$ cat src/hw/rtl/aocl_pkg.sv
// ----------------------------------------------------------------------------
// aocl_pkg
// Shared types and constants for the accelerometer offset calibration and
// low-pass filter core.
// ----------------------------------------------------------------------------
`default_nettype none

package aocl_pkg;

  // Field geometry
  localparam int unsigned NumFields  = 3;
  localparam int unsigned AxesDefault = 3;
  localparam int unsigned SampleW    = 16;
  localparam int unsigned SumW       = 32;
  localparam int unsigned AlphaW     = 8;
  localparam int unsigned AlphaShift = 8;
  localparam int unsigned CfgDataW   = 16;
  localparam int unsigned CfgIdxW    = 1;

  // Register reset values
  localparam logic [SampleW-1:0] CalibSamplesRst = 16'd64;
  localparam logic [AlphaW-1:0]  FilterAlphaRst  = 8'd122;

  // Restoring divider: one quotient bit per cycle over the sum width
  localparam int unsigned DivSteps = SumW;
  localparam int unsigned StepW    = $clog2(DivSteps);

  typedef enum logic [CfgIdxW-1:0] {
    CFG_CALIB_SAMPLES = 1'b0,
    CFG_FILTER_ALPHA  = 1'b1
  } cfg_idx_e;

  typedef enum logic [2:0] {
    OP_NONE,
    OP_ACC,
    OP_DIV_LOAD,
    OP_DIV_STEP,
    OP_DIV_COMMIT,
    OP_DIFF,
    OP_FILT
  } dp_op_e;

  typedef enum logic [2:0] {
    ST_IDLE,
    ST_ACC,
    ST_DIV_LOAD,
    ST_DIV_STEP,
    ST_DIV_COMMIT,
    ST_DIFF,
    ST_FILT,
    ST_EMIT
  } ctrl_state_e;

  typedef struct packed {
    dp_op_e op;
    logic   capture;
    logic   emit;
  } dp_cmd_t;

  typedef struct packed {
    logic calib_full;
    logic out_free;
  } dp_sts_t;

endpackage : aocl_pkg

`default_nettype wire

$ cat src/hw/rtl/accel_offset_calibrate_lpf_core.sv
// ----------------------------------------------------------------------------
// accel_offset_calibrate_lpf_core
// Accelerometer offset calibration by averaging, followed by a first-order
// low-pass filter on offset-corrected samples.
// ----------------------------------------------------------------------------
// One request is processed at a time. A measure request runs one subtract
// step and one multiply step per axis, on a single shared multiplier. A
// calibration request that does not complete the count returns no result;
// the one that completes it runs the restoring divider, which produces one
// quotient bit per cycle over the 32-bit sums (all axes in parallel).
// A result waiting in the output register holds the controller in its emit
// state: the next result is loaded at the edge the pending one is taken, and
// no new request is accepted until then.
`default_nettype none

module accel_offset_calibrate_lpf_core #(
  parameter int unsigned AXES = aocl_pkg::AxesDefault
) (
  input  wire logic                           clk_i,
  input  wire logic                           rst_ni,
  input  wire logic                           cfg_we_i,
  input  wire logic [aocl_pkg::CfgIdxW-1:0]   cfg_idx_i,
  input  wire logic [aocl_pkg::CfgDataW-1:0]  cfg_wdata_i,
  input  wire logic                           in_valid_i,
  output logic                                in_ready_o,
  input  wire logic                           in_action_i,
  input  wire logic [aocl_pkg::SampleW-1:0]   in_sample_x_i,
  input  wire logic [aocl_pkg::SampleW-1:0]   in_sample_y_i,
  input  wire logic [aocl_pkg::SampleW-1:0]   in_sample_z_i,
  output logic                                out_valid_o,
  input  wire logic                           out_ready_i,
  output logic                                out_kind_o,
  output logic [aocl_pkg::SampleW-1:0]        out_value_x_o,
  output logic [aocl_pkg::SampleW-1:0]        out_value_y_o,
  output logic [aocl_pkg::SampleW-1:0]        out_value_z_o
);
  import aocl_pkg::*;

  localparam int unsigned AW = (AXES > 1) ? $clog2(AXES) : 1;

  dp_cmd_t       cmd;
  dp_sts_t       sts;
  logic [AW-1:0] axis;

  aocl_ctrl #(
    .AXES (AXES),
    .AW   (AW)
  ) u_ctrl (
    .clk_i       (clk_i),
    .rst_ni      (rst_ni),
    .in_valid_i  (in_valid_i),
    .in_action_i (in_action_i),
    .in_ready_o  (in_ready_o),
    .sts_i       (sts),
    .cmd_o       (cmd),
    .axis_o      (axis)
  );

  aocl_dp #(
    .AXES (AXES),
    .AW   (AW)
  ) u_dp (
    .clk_i         (clk_i),
    .rst_ni        (rst_ni),
    .cfg_we_i      (cfg_we_i),
    .cfg_idx_i     (cfg_idx_i),
    .cfg_wdata_i   (cfg_wdata_i),
    .cmd_i         (cmd),
    .axis_i        (axis),
    .sts_o         (sts),
    .in_action_i   (in_action_i),
    .in_sample_x_i (in_sample_x_i),
    .in_sample_y_i (in_sample_y_i),
    .in_sample_z_i (in_sample_z_i),
    .out_valid_o   (out_valid_o),
    .out_ready_i   (out_ready_i),
    .out_kind_o    (out_kind_o),
    .out_value_x_o (out_value_x_o),
    .out_value_y_o (out_value_y_o),
    .out_value_z_o (out_value_z_o)
  );

  // No new request while the datapath is working on one
  a_busy_no_accept: assert property (@(posedge clk_i) disable iff (!rst_ni)
    (cmd.op != OP_NONE) |-> !in_ready_o)
    else $error("request accepted while datapath busy");

  // A result is loaded only into a free output register
  a_emit_free: assert property (@(posedge clk_i) disable iff (!rst_ni)
    cmd.emit |-> sts.out_free)
    else $error("result loaded over a pending result");

  // Offsets are committed only right after the last divide step
  a_commit_after_div: assert property (@(posedge clk_i) disable iff (!rst_ni)
    (cmd.op == OP_DIV_COMMIT) |-> ($past(cmd.op) == OP_DIV_STEP))
    else $error("offset commit without completed division");

endmodule : accel_offset_calibrate_lpf_core

`default_nettype wire

$ cat src/hw/rtl/aocl_dp.sv
// ----------------------------------------------------------------------------
// aocl_dp
// Datapath: configuration registers, calibration sums, per-axis restoring
// dividers, offsets, filter state and the output register.
// ----------------------------------------------------------------------------
`default_nettype none

module aocl_dp #(
  parameter int unsigned AXES = aocl_pkg::AxesDefault,
  parameter int unsigned AW   = (AXES > 1) ? $clog2(AXES) : 1
) (
  input  wire logic                           clk_i,
  input  wire logic                           rst_ni,
  input  wire logic                           cfg_we_i,
  input  wire logic [aocl_pkg::CfgIdxW-1:0]   cfg_idx_i,
  input  wire logic [aocl_pkg::CfgDataW-1:0]  cfg_wdata_i,
  input  wire aocl_pkg::dp_cmd_t              cmd_i,
  input  wire logic [AW-1:0]                  axis_i,
  output aocl_pkg::dp_sts_t                   sts_o,
  input  wire logic                           in_action_i,
  input  wire logic [aocl_pkg::SampleW-1:0]   in_sample_x_i,
  input  wire logic [aocl_pkg::SampleW-1:0]   in_sample_y_i,
  input  wire logic [aocl_pkg::SampleW-1:0]   in_sample_z_i,
  output logic                                out_valid_o,
  input  wire logic                           out_ready_i,
  output logic                                out_kind_o,
  output logic [aocl_pkg::SampleW-1:0]        out_value_x_o,
  output logic [aocl_pkg::SampleW-1:0]        out_value_y_o,
  output logic [aocl_pkg::SampleW-1:0]        out_value_z_o
);
  import aocl_pkg::*;

  localparam int unsigned ProdW = SampleW + 1 + AlphaW + 1;

  logic [SampleW-1:0]  samples_q;
  logic [AlphaW-1:0]   alpha_q;
  logic [SampleW-1:0]  count_q;
  logic [SampleW-1:0]  cnt_inc;

  logic [SampleW-1:0]  fs_q  [AXES];
  logic [SampleW-1:0]  off_q [AXES];
  logic [SumW-1:0]     sum_q [AXES];

  logic                action_q;
  logic [SampleW-1:0]  smp_q [NumFields];
  logic [SampleW-1:0]  x_ax  [AXES];

  logic [SumW-1:0]     quo_q [AXES];
  logic [SampleW-1:0]  rem_q [AXES];
  logic                neg_q [AXES];
  logic [SampleW:0]    trial [AXES];
  logic                ge    [AXES];

  logic [SampleW-1:0]  centered;
  logic [SampleW:0]    diff_d;
  logic signed [SampleW:0]  diff_q;
  logic signed [AlphaW:0]   alpha_s;
  logic signed [ProdW-1:0]  prod;
  logic [SampleW-1:0]  fs_new;

  logic                out_valid_q;
  logic                out_kind_q;
  logic [SampleW-1:0]  out_val_q [NumFields];
  logic [SampleW-1:0]  res_fld   [NumFields];

  // Axis inputs beyond the third field read as zero
  for (genvar a = 0; a < AXES; a++) begin : g_axis_in
    if (a < NumFields) begin : g_used
      assign x_ax[a] = smp_q[a];
    end else begin : g_zero
      assign x_ax[a] = '0;
    end
  end

  // Result fields beyond the configured axes read as zero
  for (genvar f = 0; f < NumFields; f++) begin : g_field
    if (f < AXES) begin : g_used
      assign res_fld[f] = action_q ? off_q[f] : fs_q[f];
    end else begin : g_zero
      assign res_fld[f] = '0;
    end
  end

  assign cnt_inc = count_q + 16'd1;
  // A wrapped count never completes; zero samples behaves like one
  assign sts_o.calib_full = (cnt_inc != '0) && (cnt_inc >= samples_q);
  assign sts_o.out_free   = !out_valid_q || out_ready_i;

  always_comb begin
    for (int a = 0; a < AXES; a++) begin
      trial[a] = {rem_q[a], quo_q[a][SumW-1]};
      ge[a]    = trial[a] >= {1'b0, count_q};
    end
  end

  always_comb begin
    centered = x_ax[axis_i] - off_q[axis_i];
    diff_d   = {centered[SampleW-1], centered} - {fs_q[axis_i][SampleW-1], fs_q[axis_i]};
    alpha_s  = $signed({1'b0, alpha_q});
    prod     = diff_q * alpha_s;
    // Arithmetic shift, then wrap the update to the state width
    fs_new   = fs_q[axis_i] + prod[SampleW+AlphaShift-1:AlphaShift];
  end

  // Control and architectural state
  always_ff @(posedge clk_i or negedge rst_ni) begin
    if (!rst_ni) begin
      samples_q <= CalibSamplesRst;
      alpha_q   <= FilterAlphaRst;
      count_q   <= '0;
      for (int a = 0; a < AXES; a++) begin
        fs_q[a]  <= '0;
        off_q[a] <= '0;
        sum_q[a] <= '0;
      end
    end else begin
      if (cfg_we_i) begin
        case (cfg_idx_e'(cfg_idx_i))
          CFG_CALIB_SAMPLES: samples_q <= cfg_wdata_i;
          CFG_FILTER_ALPHA:  alpha_q   <= cfg_wdata_i[AlphaW-1:0];
          default: ;
        endcase
      end
      case (cmd_i.op)
        OP_ACC: begin
          count_q <= cnt_inc;
          for (int a = 0; a < AXES; a++) begin
            sum_q[a] <= sum_q[a] + {{(SumW-SampleW){x_ax[a][SampleW-1]}}, x_ax[a]};
          end
        end
        OP_DIV_COMMIT: begin
          count_q <= '0;
          for (int a = 0; a < AXES; a++) begin
            sum_q[a] <= '0;
            off_q[a] <= neg_q[a] ? (16'd0 - quo_q[a][SampleW-1:0]) : quo_q[a][SampleW-1:0];
          end
        end
        OP_FILT: fs_q[axis_i] <= fs_new;
        default: ;
      endcase
    end
  end

  // Payload registers
  always_ff @(posedge clk_i) begin
    if (cmd_i.capture) begin
      action_q <= in_action_i;
      smp_q[0] <= in_sample_x_i;
      smp_q[1] <= in_sample_y_i;
      smp_q[2] <= in_sample_z_i;
    end
    case (cmd_i.op)
      OP_DIV_LOAD: begin
        for (int a = 0; a < AXES; a++) begin
          neg_q[a] <= sum_q[a][SumW-1];
          quo_q[a] <= sum_q[a][SumW-1] ? (32'd0 - sum_q[a]) : sum_q[a];
          rem_q[a] <= '0;
        end
      end
      OP_DIV_STEP: begin
        for (int a = 0; a < AXES; a++) begin
          rem_q[a] <= ge[a] ? SampleW'(trial[a] - {1'b0, count_q}) : trial[a][SampleW-1:0];
          quo_q[a] <= {quo_q[a][SumW-2:0], ge[a]};
        end
      end
      OP_DIFF: diff_q <= $signed(diff_d);
      default: ;
    endcase
    if (cmd_i.emit) begin
      out_kind_q <= action_q;
      for (int f = 0; f < NumFields; f++) begin
        out_val_q[f] <= res_fld[f];
      end
    end
  end

  always_ff @(posedge clk_i or negedge rst_ni) begin
    if (!rst_ni) begin
      out_valid_q <= 1'b0;
    end else if (cmd_i.emit) begin
      out_valid_q <= 1'b1;
    end else if (out_ready_i) begin
      out_valid_q <= 1'b0;
    end
  end

  assign out_valid_o   = out_valid_q;
  assign out_kind_o    = out_kind_q;
  assign out_value_x_o = out_val_q[0];
  assign out_value_y_o = out_val_q[1];
  assign out_value_z_o = out_val_q[2];

endmodule : aocl_dp

`default_nettype wire

$ cat src/hw/rtl/aocl_ctrl.sv
// ----------------------------------------------------------------------------
// aocl_ctrl
// Controller: sequences accumulation, division, per-axis filtering and the
// hand-off of each result to the output register.
// ----------------------------------------------------------------------------
`default_nettype none

module aocl_ctrl #(
  parameter int unsigned AXES = aocl_pkg::AxesDefault,
  parameter int unsigned AW   = (AXES > 1) ? $clog2(AXES) : 1
) (
  input  wire logic               clk_i,
  input  wire logic               rst_ni,
  input  wire logic               in_valid_i,
  input  wire logic               in_action_i,
  output logic                    in_ready_o,
  input  wire aocl_pkg::dp_sts_t  sts_i,
  output aocl_pkg::dp_cmd_t       cmd_o,
  output logic [AW-1:0]           axis_o
);
  import aocl_pkg::*;

  ctrl_state_e      state_q, state_d;
  logic [StepW-1:0] step_q, step_d;
  logic [AW-1:0]    axis_q, axis_d;

  always_ff @(posedge clk_i or negedge rst_ni) begin
    if (!rst_ni) begin
      state_q <= ST_IDLE;
      step_q  <= '0;
      axis_q  <= '0;
    end else begin
      state_q <= state_d;
      step_q  <= step_d;
      axis_q  <= axis_d;
    end
  end

  always_comb begin
    state_d       = state_q;
    step_d        = step_q;
    axis_d        = axis_q;
    in_ready_o    = 1'b0;
    cmd_o.op      = OP_NONE;
    cmd_o.capture = 1'b0;
    cmd_o.emit    = 1'b0;
    case (state_q)
      ST_IDLE: begin
        in_ready_o = 1'b1;
        if (in_valid_i) begin
          cmd_o.capture = 1'b1;
          axis_d        = '0;
          state_d       = in_action_i ? ST_ACC : ST_DIFF;
        end
      end
      ST_ACC: begin
        cmd_o.op = OP_ACC;
        // Drop back to idle unless this sample completes the count
        state_d  = sts_i.calib_full ? ST_DIV_LOAD : ST_IDLE;
      end
      ST_DIV_LOAD: begin
        cmd_o.op = OP_DIV_LOAD;
        step_d   = '0;
        state_d  = ST_DIV_STEP;
      end
      ST_DIV_STEP: begin
        cmd_o.op = OP_DIV_STEP;
        step_d   = step_q + 1'b1;
        if (step_q == StepW'(DivSteps - 1)) begin
          state_d = ST_DIV_COMMIT;
        end
      end
      ST_DIV_COMMIT: begin
        cmd_o.op = OP_DIV_COMMIT;
        state_d  = ST_EMIT;
      end
      ST_DIFF: begin
        cmd_o.op = OP_DIFF;
        state_d  = ST_FILT;
      end
      ST_FILT: begin
        cmd_o.op = OP_FILT;
        if (axis_q == AW'(AXES - 1)) begin
          state_d = ST_EMIT;
        end else begin
          axis_d  = axis_q + 1'b1;
          state_d = ST_DIFF;
        end
      end
      ST_EMIT: begin
        // Hold until the output register frees up
        if (sts_i.out_free) begin
          cmd_o.emit = 1'b1;
          state_d    = ST_IDLE;
        end
      end
      default: state_d = ST_IDLE;
    endcase
  end

  assign axis_o = axis_q;

endmodule : aocl_ctrl

`default_nettype wire
$ cat config.mk
export PLATFORM = sky130hd
export DESIGN_NAME = accel_offset_calibrate_lpf_core
export DESIGN_NICKNAME = d
export VERILOG_FILES = /design/src/hw/rtl/aocl_pkg.sv /design/src/hw/rtl/accel_offset_calibrate_lpf_core.sv /design/src/hw/rtl/aocl_dp.sv /design/src/hw/rtl/aocl_ctrl.sv
export SDC_FILE = /design/constraint.sdc
export NUM_CORES = 2
export LEC_CHECK = 0
export BUFFER_PORTS_ARGS = -buffer_cell sky130_fd_sc_hd__clkbuf_2
export CAP_MARGIN = 40
export CORE_AREA = 10 10 294 296
export DETAILED_ROUTE_END_ITERATION = 10
export DIE_AREA = 0 0 304 306
export GPL_ROUTABILITY_DRIVEN = 0
export SLEW_MARGIN = 20
export SYNTH_ARGS = -nofsm -noshare
export SYNTH_HDL_FRONTEND = slang
export SYNTH_SLANG_ARGS = --single-unit
export TNS_END_PERCENT = 30
$ cat constraint.sdc
create_clock -name clk_i -period 14.4 [get_ports clk_i]
set_clock_uncertainty 0.2 [all_clocks]
set_input_delay 1.44 -clock clk_i [delete_from_list [all_inputs] [get_ports clk_i]]
set_output_delay 1.44 -clock clk_i [all_outputs]
set_load 0.02 [all_outputs]
# == Word-level counts from Yosys, hierarchy flattened ==
# Memories as Yosys holds them, arrays and structs flattened.
# Cells that the tools add are included.
# totals
output_inout_bits,51
ram_bits,243
mem_count,5
register_bits,262
word_cells,149
# classes
muxes,59
reduce_logical,14
bitwise,8
mul,1
add_sub_neg,18
n_lt_le_gt_ge,6
n_eq_ne,19
# memory_table
name,words,word_bits,read_ports,rd_clocked_by_memory_dff,wr,line_no,source
u_dp.quo_q,3,32,3,0,3,aocl_dp.sv:48,logic [SumW-1:0] quo_q [AXES];
u_dp.out_val_q,3,16,3,0,3,aocl_dp.sv:63,logic [SampleW-1:0] out_val_q [NumFields];
u_dp.rem_q,3,16,3,0,3,aocl_dp.sv:49,logic [SampleW-1:0] rem_q [AXES];
u_dp.smp_q,3,16,3,0,3,aocl_dp.sv:45,logic [SampleW-1:0] smp_q [NumFields];
u_dp.neg_q,3,1,3,0,3,aocl_dp.sv:50,logic neg_q [AXES];
# op_table
operator,count
2-to-1 mux 16 bit,19
2-to-1 mux 32 bit,6
one-hot mux 96 bit (2 select lines),1
adder 32 bit,3
binary-select mux 16 bit (select 2 bit),3
subtractor 1 x 32 -> 32 bit (first input constant),3
subtractor 16 bit,4
>= comparator 17 x 16 -> 1 bit,3
bitwise mux 48 bit,1
subtractor 1 x 16 -> 16 bit (first input constant),3
demux 16 bit (select 2 bit),1
one-hot mux 16 bit (2 select lines),1
multiplier 17 x 9 -> 24 bit,1
one-hot mux 3 bit (8 select lines),1
== test 3 bit (second input constant),7
one-hot mux 3 bit (6 select lines),1
subtractor 16 x 16 -> 17 bit,1
adder 16 x 1 -> 16 bit (second input constant),1
adder 16 bit,1
>= comparator 16 bit,1
nonzero test 16 bit,1
2-to-1 mux 1 bit,15
== test 3 x 2 -> 1 bit (second input constant),4
2-to-1 mux 3 bit,4
22 further kinds,39

# == Logic depth before layout (Yosys ltp) ==
# depth
word_depth,6
ltp_mapped,29
depth_no_buf,27

# == Cells and area by module ==
# A second synthesis with hierarchy kept.
# unflattened
hier_cells,3862
area_unflattened_um2,36581.3
# by_module_without_submodules
module,cells_each,seq_area_each_um2,area_per_inst_um2,instances
aocl_dp,3796,13705.6,35979.5,1
aocl_ctrl,66,250.2,601.8,1

# == Worst setup path after synthesis ==
# No wires, ideal clock.
# synth_path
path_type,reg-to-reg
startpoint,reg u_dp.alpha_q[1]
endpoint,reg u_dp.fs_q[31] (netlist name)
setup_time_ns,0.134
path_stages_with_launch,29
slack_ns,7.763
arrival_ns,6.303
required_ns,14.066
period_less_slack_ns,6.637
cell_sequence,dfstp_2 clkbuf_1 clkbuf_1 nand2_1 fa_1 inv_1 fa_1 fa_1 inv_1 fa_1 inv_1 ha_1 a21o_1 a21oi_1 nand2_1 and2_1 nor2_1 xnor2_1 ha_1 o21ai_0 nor2_1 a221o_1 o21a_1 o21ai_0 nand2b_1 a211oi_1 a21oi_1 xnor2_1 o21ai_0
# synth_between
elab_chain_cells,3
# synth_lines
item,line_no,source
from (decl),aocl_dp.sv:36,logic [AlphaW-1:0] alpha_q;
from (signal assigned),aocl_dp.sv:109,alpha_q <= FilterAlphaRst;
from (signal assigned),aocl_dp.sv:120,CFG_FILTER_ALPHA: alpha_q <= cfg_wdata_i[AlphaW-1:0];
multiplier 17 x 9 -> 24 bit,aocl_dp.sv:100,prod = diff_q * alpha_s;
adder 16 bit,aocl_dp.sv:102,fs_new = fs_q[axis_i] + prod[SampleW+AlphaShift-1:AlphaShift];
bitwise mux 48 bit,aocl_dp.sv:138,OP_FILT: fs_q[axis_i] <= fs_new;
"to (signal, indexed assignment)",aocl_dp.sv:138,
to (decl),aocl_dp.sv:40,logic [SampleW-1:0] fs_q [AXES];
# Every way passes these cells.
# A chain may end at the register's enable or synchronous reset.

# == Final worst setup path ==
# layout_path
startpoint,reg u_dp.alpha_q[2]
endpoint,reg u_dp.fs_q[31] (netlist name)
# Same word-level chain as after synthesis.

==> results.cfg <==
[floorplanning]
rows = 104
die_x_um = 304
pin_count = 122
fp.dieH_um = 306
core_mm2 = 0.08029
die_area_mm2 = 0.09302
start_util_pct = 44.81

[cts]
insertion_delay_ns = 0.65
clock_path_buffers = 3
clkTransAtPathRegs_ns = 0.06
ctsResizeCount = 0
htreeDepth = 2
clock-sinks = 505
post_cts_buffers = 0
clock-root-buffer = clkbuf_16
cts_tree = built
hold_buffers = 0
cts_buffers = 60

[logic_synthesis]
syn_inst = 3791
synth_area_per_cell_um2 = 9.490
synth_ff_type = edfxtp_1
yosysSeqAreaShare_pct = 38.79
synth_cell_type_count = 75
synth_nets = 4231
ys_seq_elements = 505
async_flop_share_pct = 48.12
synth_edf_count = 262
syn_area_mm2 = 0.03598
ys_warn_count = 0

[detailed_routing]
vias_per_cell = 5.449
routedWlPerCell_um = 18.74
drc = 0
first_pass_iters = 5
drt-total-wl_um = 93580
drt_iter0_markers = 1757
vias = 27210
ant_nets = 0

[global_routing]
grt_max_degree = 99
grt_pass1_wl_um = 150600
grt-ovfl-total = 0
groute.usage.overall_pct = 19.79
antenna_found_initial = 2
first_global_vias = 26930

[final_layout]
most-common-layout-cells = nand2_1, o21ai_0, edfxtp_1
syn_to_final_growth_pct = 11.16
layout-drive-gt1-share_pct = 9.535
final_common_cell = nand2_1
multiInputGateArea_mm2 = 0.02061
seqCellArea_mm2 = 0.01396
nFillCells = 7492
nets = 4321
num_antenna_cells = 0

[worst_hold_path]
hold_start = u_dp.action_q
min_path_type = register to register
min_to = u_dp.out_kind_o
worstHoldPathCells = 0

[sta]
setup_tns_ns = 0
setup_viol = 0
tightest_slew_ns = 0.8733
period_share_pct = 49.37
slew-limit-headroom_pct = 41.17
rsz0062_at_grt = no
max_freq_mhz = 140.7
final-hold-violation-count = 0
fin_crit_ns = 7.109
slew_viol_final = 0

[setup_path]
cp.arrival_ns = 7.42
critPathLaunchType = register
cp_max_fo = 18
rr_endpoint = u_dp.fs_q[31]
cp-end-kind = register
r2r-start = u_dp.alpha_q[2]
crit_type = register to register
r2r.worst_path.cells = 27
rrSetupSlack_ns = 7.29
required_ns = 14.71

[placement]
hpwl_um = 69990
io_buffers = 121

[status]
status = finished, final reports clean

[run]
max_cap_violations = 0
==> cells by family after synthesis <==
kind of cell / share of synthesized area [%]
xor gates and xnor gates: 7.547
and+or+nand+nor: 14.57
DFF: 38.79
muxes: 4.531
adders and majority gates: 15.15
buffers and inverters: 4.114
AOI/OAI and AO/OA: 15.30
==> synth_stat cells, types with 11 or more instances <==
master	n	share of area (%)
a21o_1	59	1.2
a21oi_1	195	2.7
ha_1	258	9.0
xor2_1	174	4.2
nand2b_1	26	0.45
mux2_2	63	2.0
nor2_1	230	2.4
a31oi_1	18	0.31
fa_1	111	6.2
nand2_1	508	5.3
nor3b_1	13	0.27
nand3_1	52	0.72
or2_2	16	0.28
buf_1	11	0.11
nor3_1	39	0.54
o41ai_1	14	0.34
mux2i_1	92	2.6
dfrtp_1	237	16
xnor2_1	136	3.3
and3_1	15	0.26
or4_1	13	0.27
o21a_1	28	0.58
a22o_1	19	0.46
o31ai_1	45	0.94
o21ai_0	431	6.0
o21bai_1	16	0.33
clkbuf_1	121	1.3
nor2b_1	44	0.77
and2_1	90	1.6
inv_1	261	2.7
a211oi_1	23	0.48
or3_1	33	0.57
nand4_1	26	0.45
edfxtp_1	262	22
==> worst max path at each step <==
stage,start,to,slack [ns],depth (start not counted)
2_1_floorplan,u_dp.alpha_q[1],u_dp.fs_q[31],7.76,28
4_1_cts,u_dp.alpha_q[2],u_dp.fs_q[31],7.32,27
3_5_place_dp,u_dp.alpha_q[2],u_dp.fs_q[47],7.35,27
6_report,u_dp.alpha_q[2],u_dp.fs_q[31],7.29,27
5_1_grt,u_dp.alpha_q[2],u_dp.fs_q[31],6.84,27
3_3_place_gp,u_dp.alpha_q[2],u_dp.fs_q[47],7.45,26
==> cell type report <==
class                   count  area share (%)
repair buffers            161           2.806
multi-input cells        2892           51.54
clock buffers              84           4.186
flip-flops and latches    505           34.90
well taps                1060           3.316
inverters                 261           2.462
clock inverters            30          0.7915
==> through the flow <==
stage	cell area (um^2)	utilization (%)	setup slack [ns]	hold slack (ns)	cells
after global routing	39990	49.81	6.838	0.3085	4993
after floorplan	35980	-	7.763	0.2498	3791
after detailed placement	37890	47.19	7.352	0.2678	4874
after CTS	39880	49.67	7.322	0.2793	4988
final	39990	49.81	7.291	0.2735	4993
after global placement	37680	46.93	7.451	0.2696	4863
==> flip-flops by register name, summed over array words and instances, names as in the netlist <==
register	flops
u_dp.quo_q	96
u_dp.sum_q	96
u_dp.fs_q	48
u_dp.off_q	48
u_dp.out_val_q	48
u_dp.rem_q	48
u_dp.smp_q	48
u_dp.diff_q	17
u_dp.count_q	16
u_dp.samples_q	16
u_dp.alpha_q	8
u_ctrl.step_q	5
u_ctrl.state_q	3
u_dp.neg_q	3
u_ctrl.axis_o	2
u_dp.action_q	1
u_dp.out_kind_o	1
u_dp.out_valid_o	1
==> critical path, stage by stage (launching register included) <==
cell       delay (ns)
dfrtp_1          0.75
nand2_1          0.17
fa_1             0.57
inv_1            0.06
fa_1             0.49
inv_1            0.05
fa_1             0.48
inv_1            0.05
fa_1             0.48
ha_1             0.24
nor3_1           0.20
o21ai_0          0.16
o2111ai_1        0.21
nand2_1          0.11
and2_1           0.19
nor2_1           0.11
xnor2_1          0.15
ha_1             0.29
o21ai_0          0.25
nor2_1           0.08
a221o_1          0.34
o21a_1           0.19
o21ai_0          0.15
nand2b_1         0.11
a211oi_1         0.34
a21oi_1          0.14
xnor2_1          0.27
o21ai_0          0.14
==> routing by layer <==
layer / track usage (%) / wire length, um
met5: 0 / 0
met4: 5.845 / 2522
met3: 2.358 / 4245
met2: 31.09 / 41230
met1: 28.32 / 45580
Power is left out: the tool's default activity adds up to more than one toggle a clock period on the data nets, which glitch-free logic cannot reach.
